**config.mk**
```make
export PLATFORM = sky130hd
export DESIGN_NAME = astl_scan_cmp
export DESIGN_NICKNAME = d
export VERILOG_FILES = /design/src/rtl/core/astl_pkg.sv /design/src/rtl/core/astl_scan_cmp.sv
export SDC_FILE = /design/constraint.sdc
export NUM_CORES = 1
export LEC_CHECK = 0
export ABC_AREA = 0
export ABC_CLOCK_PERIOD_IN_PS = 7400
export BUFFER_PORTS_ARGS = -buffer_cell sky130_fd_sc_hd__clkbuf_2
export CAP_MARGIN = 30
export CORE_ASPECT_RATIO = 0.6
export CORE_MARGIN = 4
export CORE_UTILIZATION = 50
export DETAILED_ROUTE_END_ITERATION = 10
export PLACE_DENSITY = 0.87
export SYNTH_ARGS = -nofsm -noshare
export SYNTH_HDL_FRONTEND = slang
export SYNTH_SLANG_ARGS = --single-unit
```
**constraint.sdc**
```tcl
create_clock -name vclk -period 7.4
set_input_delay 1.48 -clock vclk [all_inputs]
set_output_delay 1.48 -clock vclk [all_outputs]
set_load 0.1 [all_outputs]
```
**src/rtl/core/astl_pkg.sv**
```systemverilog
// ----------------------------------------------------------------------------
// astl_pkg: shared types and constants for the address to symbol lookup
// Beat layouts, command codes, table entry layouts and scan control bundle.
// ----------------------------------------------------------------------------
package astl_pkg;

   // Default table depths
   localparam int FUNC_ENTRIES_DEF = 1024;
   localparam int LINE_ENTRIES_DEF = 4096;

   // Field widths fixed by the interface
   localparam int ADDR_W   = 64;
   localparam int LEN_W    = 32;
   localparam int LINE_W   = 24;
   localparam int COL_W    = 16;
   localparam int FILE_W   = 16;
   localparam int SLOT_W   = 10;
   localparam int CMD_W    = 2;

   // Register port
   localparam int CSR_ADDR_W = 3;
   localparam int CSR_DATA_W = 64;

   // Command codes
   localparam logic [CMD_W-1:0] CMD_ADD_FUNC = 2'd0;
   localparam logic [CMD_W-1:0] CMD_ADD_LINE = 2'd1;
   localparam logic [CMD_W-1:0] CMD_QUERY    = 2'd2;

   typedef struct packed {
      logic [CMD_W-1:0]  command;
      logic [ADDR_W-1:0] address;
      logic [LEN_W-1:0]  length;
      logic [LINE_W-1:0] line_number;
      logic [COL_W-1:0]  column_number;
      logic [FILE_W-1:0] file_index;
   } req_type;

   typedef struct packed {
      logic              table_full;
      logic              function_found;
      logic [SLOT_W-1:0] function_slot;
      logic [ADDR_W-1:0] function_start;
      logic [LEN_W-1:0]  function_length;
      logic              line_found;
      logic [LINE_W-1:0] line_out;
      logic [COL_W-1:0]  column_out;
      logic [FILE_W-1:0] file_out;
   } rsp_type;

   typedef struct packed {
      logic [ADDR_W-1:0] start;
      logic [LEN_W-1:0]  length;
   } func_entry_type;

   typedef struct packed {
      logic [ADDR_W-1:0] address;
      logic [LINE_W-1:0] line;
      logic [COL_W-1:0]  column;
      logic [FILE_W-1:0] file;
   } line_entry_type;

   // Control for the shared scan comparator
   typedef struct packed {
      logic have_best;  // a best candidate is already held
      logic strict;     // candidate must lie strictly below the limit
   } cmp_ctl_type;

endpackage

```
**src/rtl/core/astl_scan_cmp.sv**
```systemverilog
// ----------------------------------------------------------------------------
// astl_scan_cmp: shared predecessor comparator
// Decides whether a table candidate replaces the current best predecessor.
// ----------------------------------------------------------------------------
module astl_scan_cmp (
   input  astl_pkg::cmp_ctl_type            ctl,
   input  logic [astl_pkg::ADDR_W-1:0]      cand,
   input  logic [astl_pkg::ADDR_W-1:0]      limit,
   input  logic [astl_pkg::ADDR_W-1:0]      best,
   output logic                             take
);

   logic below;
   logic better;

   // Check the bound: at or below for functions, strictly below for lines
   assign below  = ctl.strict ? (cand < limit) : (cand <= limit);
   // Replace only on a strictly greater address so the earliest entry wins ties
   assign better = !ctl.have_best || (cand > best);
   assign take   = below && better;

endmodule

```
==> results.md <==
* Grt ovf at 0
* Die width at 112 um
* Die area at 0.00783 mm^2
* Fin. max-slew vios at 0
* Seq Cell Count at 0
* Core Util, Final at 0.697
* Top cell type's share of synthesized area at 0.497
* CP Data Arrival Time at 4.38 ns
* Die height at 70.2 um
* Final Hold Violating Endpoints at 0
* Dpl cells at 743
* Final ANT Viol Nets at 0
* Largest cells by area after synthesis: ha_1 (50%), inv_1 (16%), a21oi_1 (8.6%)
* Final instance area at 0.00430 mm^2
* Pin count of the biggest net entering global routing at 5
* Initial antenna violation count at 0
* Unrepaired setup endpoints after global routing: no
* Min-delay worst type: in -> out
* Crit-path max cell delay at 0.53 ns
* Power per cell area at 51.5 mW/mm^2
* Initial Util at 0.522
* # clk buffers at 0
* Core area at 0.00617 mm^2
* Max frequency at 171 MHz
* Placed cell area at 0.00430 mm^2
* FP Rows at 22
* Layout cells sized above 1 at 0.299
* Status: finished clean
* Global-route wire length before repair at 16.9 mm
* I/O pin cnt at 195
* Syn. warnings at 0
* Endpoints failing setup at 0
* CP Class: in -> out
* Port bufs at 195
* Register Area at 0 um^2
* Post-Syn Nets at 786
* Crit-path max FO at 3
* Leakage at 2.88 nW
* Crit path depth at 10
* Sequential area share after synthesis at 0
* Drt total wl at 10.3 mm
* 1st-iter DRT viols at 163
* Wire per inst at 13.8 um
* Final #Nets at 983
* Routed vias at 3853
* Multi-input logic area at 0.00272 mm^2
* # diodes at 0
* Synthesized cell area at 0.00322 mm^2
* Synth Instances at 464
* Synthesis-to-finish area growth at 33.6%
* Finished Layout Cells at 743
* Vias in the first global route at 3959
* Crit-path cells: clkbuf_2, inv_1, ha_1, nand4_1, and4bb_1, nand4_1, or4_1, or4_1, a211oi_2, clkbuf_2
* Syn Area/Cell at 6.94 um^2
* Tcrit/Tclk final at 0.792
* Setup TNS at 0 ns
* Maximum VDD drop at 25.7 uV
* Hold Buf Count CTS at 0
* Hold Path Depth at 5
* Routability cong. at 0.943
* Worst-Margin Slew at 0.589 ns
* Largest area contributor in the netlist: ha_1
* Post-cts sizing count at 0
* Drt pass-1 iters at 4
* Rel. slew slack at 0.603
* Total of max-cap violations at 0
* DPL Wire Length at 9.84 mm
* Final min period at 5.86 ns
* Req. time, crit path at 5.92 ns
* Critical path's top delay family: simple AND/OR/NAND/NOR gates
* CP bufs+invs at 3
* CP Capture Type: output port
* Drt drc at 0
* Slowest CP cell: or4_1
* CP Launch Type: input pin
* Vias per cell at 5.19
* Fillcell total at 537
* Distinct cells, synth at 29
* Setup Fix Bufs, Post-CTS at 0
* Global Route Usage Sum at 0.251
==> cell usage after synthesis, drive strengths merged <==
cell	count
inv	134
nor4b	1
o21ai	20
ha	128
o211ai	2
nor3	4
nor2b	3
nand3	14
a221oi	8
o2111ai	1
and4	4
a211oi	2
a22oi	1
o311ai	1
nor2	7
a21oi	55
and4bb	1
nand3b	1
or4	4
o22ai	1
nand4	18
a2111oi	1
and3	2
nand2	40
nand2b	1
a21o	5
nor4	5
==> layout by cell type, fill, tap and decap left out <==
master / Yosys / routed
a2111oi_0: 1 / 1
a211oi_1: 1 / 1
a211oi_2: 1 / 1
a21o_1: 5 / 5
a21oi_1: 55 / 55
a221oi_1: 8 / 8
a22oi_1: 1 / 1
and3_1: 2 / 2
and4_1: 4 / 4
and4bb_1: 1 / 1
clkbuf_2: 0 / 195
ha_1: 128 / 128
inv_1: 134 / 134
nand2_1: 40 / 40
nand2b_1: 1 / 1
nand3_1: 14 / 14
nand3b_1: 1 / 1
nand4_1: 18 / 18
nor2_1: 7 / 7
nor2b_1: 3 / 3
nor3_1: 4 / 4
nor4_1: 5 / 5
nor4b_4: 1 / 1
o2111ai_1: 1 / 1
o211ai_1: 2 / 2
o21ai_0: 19 / 19
o21ai_1: 1 / 1
o22ai_1: 1 / 1
o311ai_0: 1 / 1
or4_1: 4 / 4
==> per-stage QoR <==
| stage | setup WS (ns) | hold WS, ns | power (W) |
|---|---|---|---|
| floorplan | 1.27 | 3.44 | 0.000124 |
| global placement | 1.64 | 3.66 | 0.000207 |
| detailed placement | 1.54 | 3.66 | 0.000219 |
| CTS | 1.54 | 3.66 | 0.000221 |
| global route | 1.37 | 3.70 | 0.000255 |
| finish | 1.54 | 3.65 | 0.000222 |
==> cell families (layout without fill, tap and decap cells) <==
family / Yosys count / after routing / share of synthesized area
simple gates: 105 / 105 / 0.173
fa+ha+maj: 128 / 128 / 0.497
buf+inv: 134 / 329 / 0.156
compound gates: 97 / 97 / 0.173
==> power breakdown <==
group,internal (W),switching (W),total [W]
sequential,0,0,0
clock,0,0,0
combinational,0.000105,0.000116,0.000222
==> routing by layer <==
layer,global-route usage,wire (um)
met1,0.327,4620
met2,0.462,4830
met3,0.0277,732
met4,0.0189,69
met5,0,0
==> cell type report <==
class,count,area share
Inverter,134,0.117
Timing Repair Buffer,195,0.227
Multi-Input combinational cell,330,0.632
Tap cell,84,0.0244
==> final timing paths <==
path,startpoint,to,slack [ns]
worst max-delay path,limit[61],take,1.54
worst min-delay path,ctl[0],take,3.65
(Power assumes the default switching activity.)
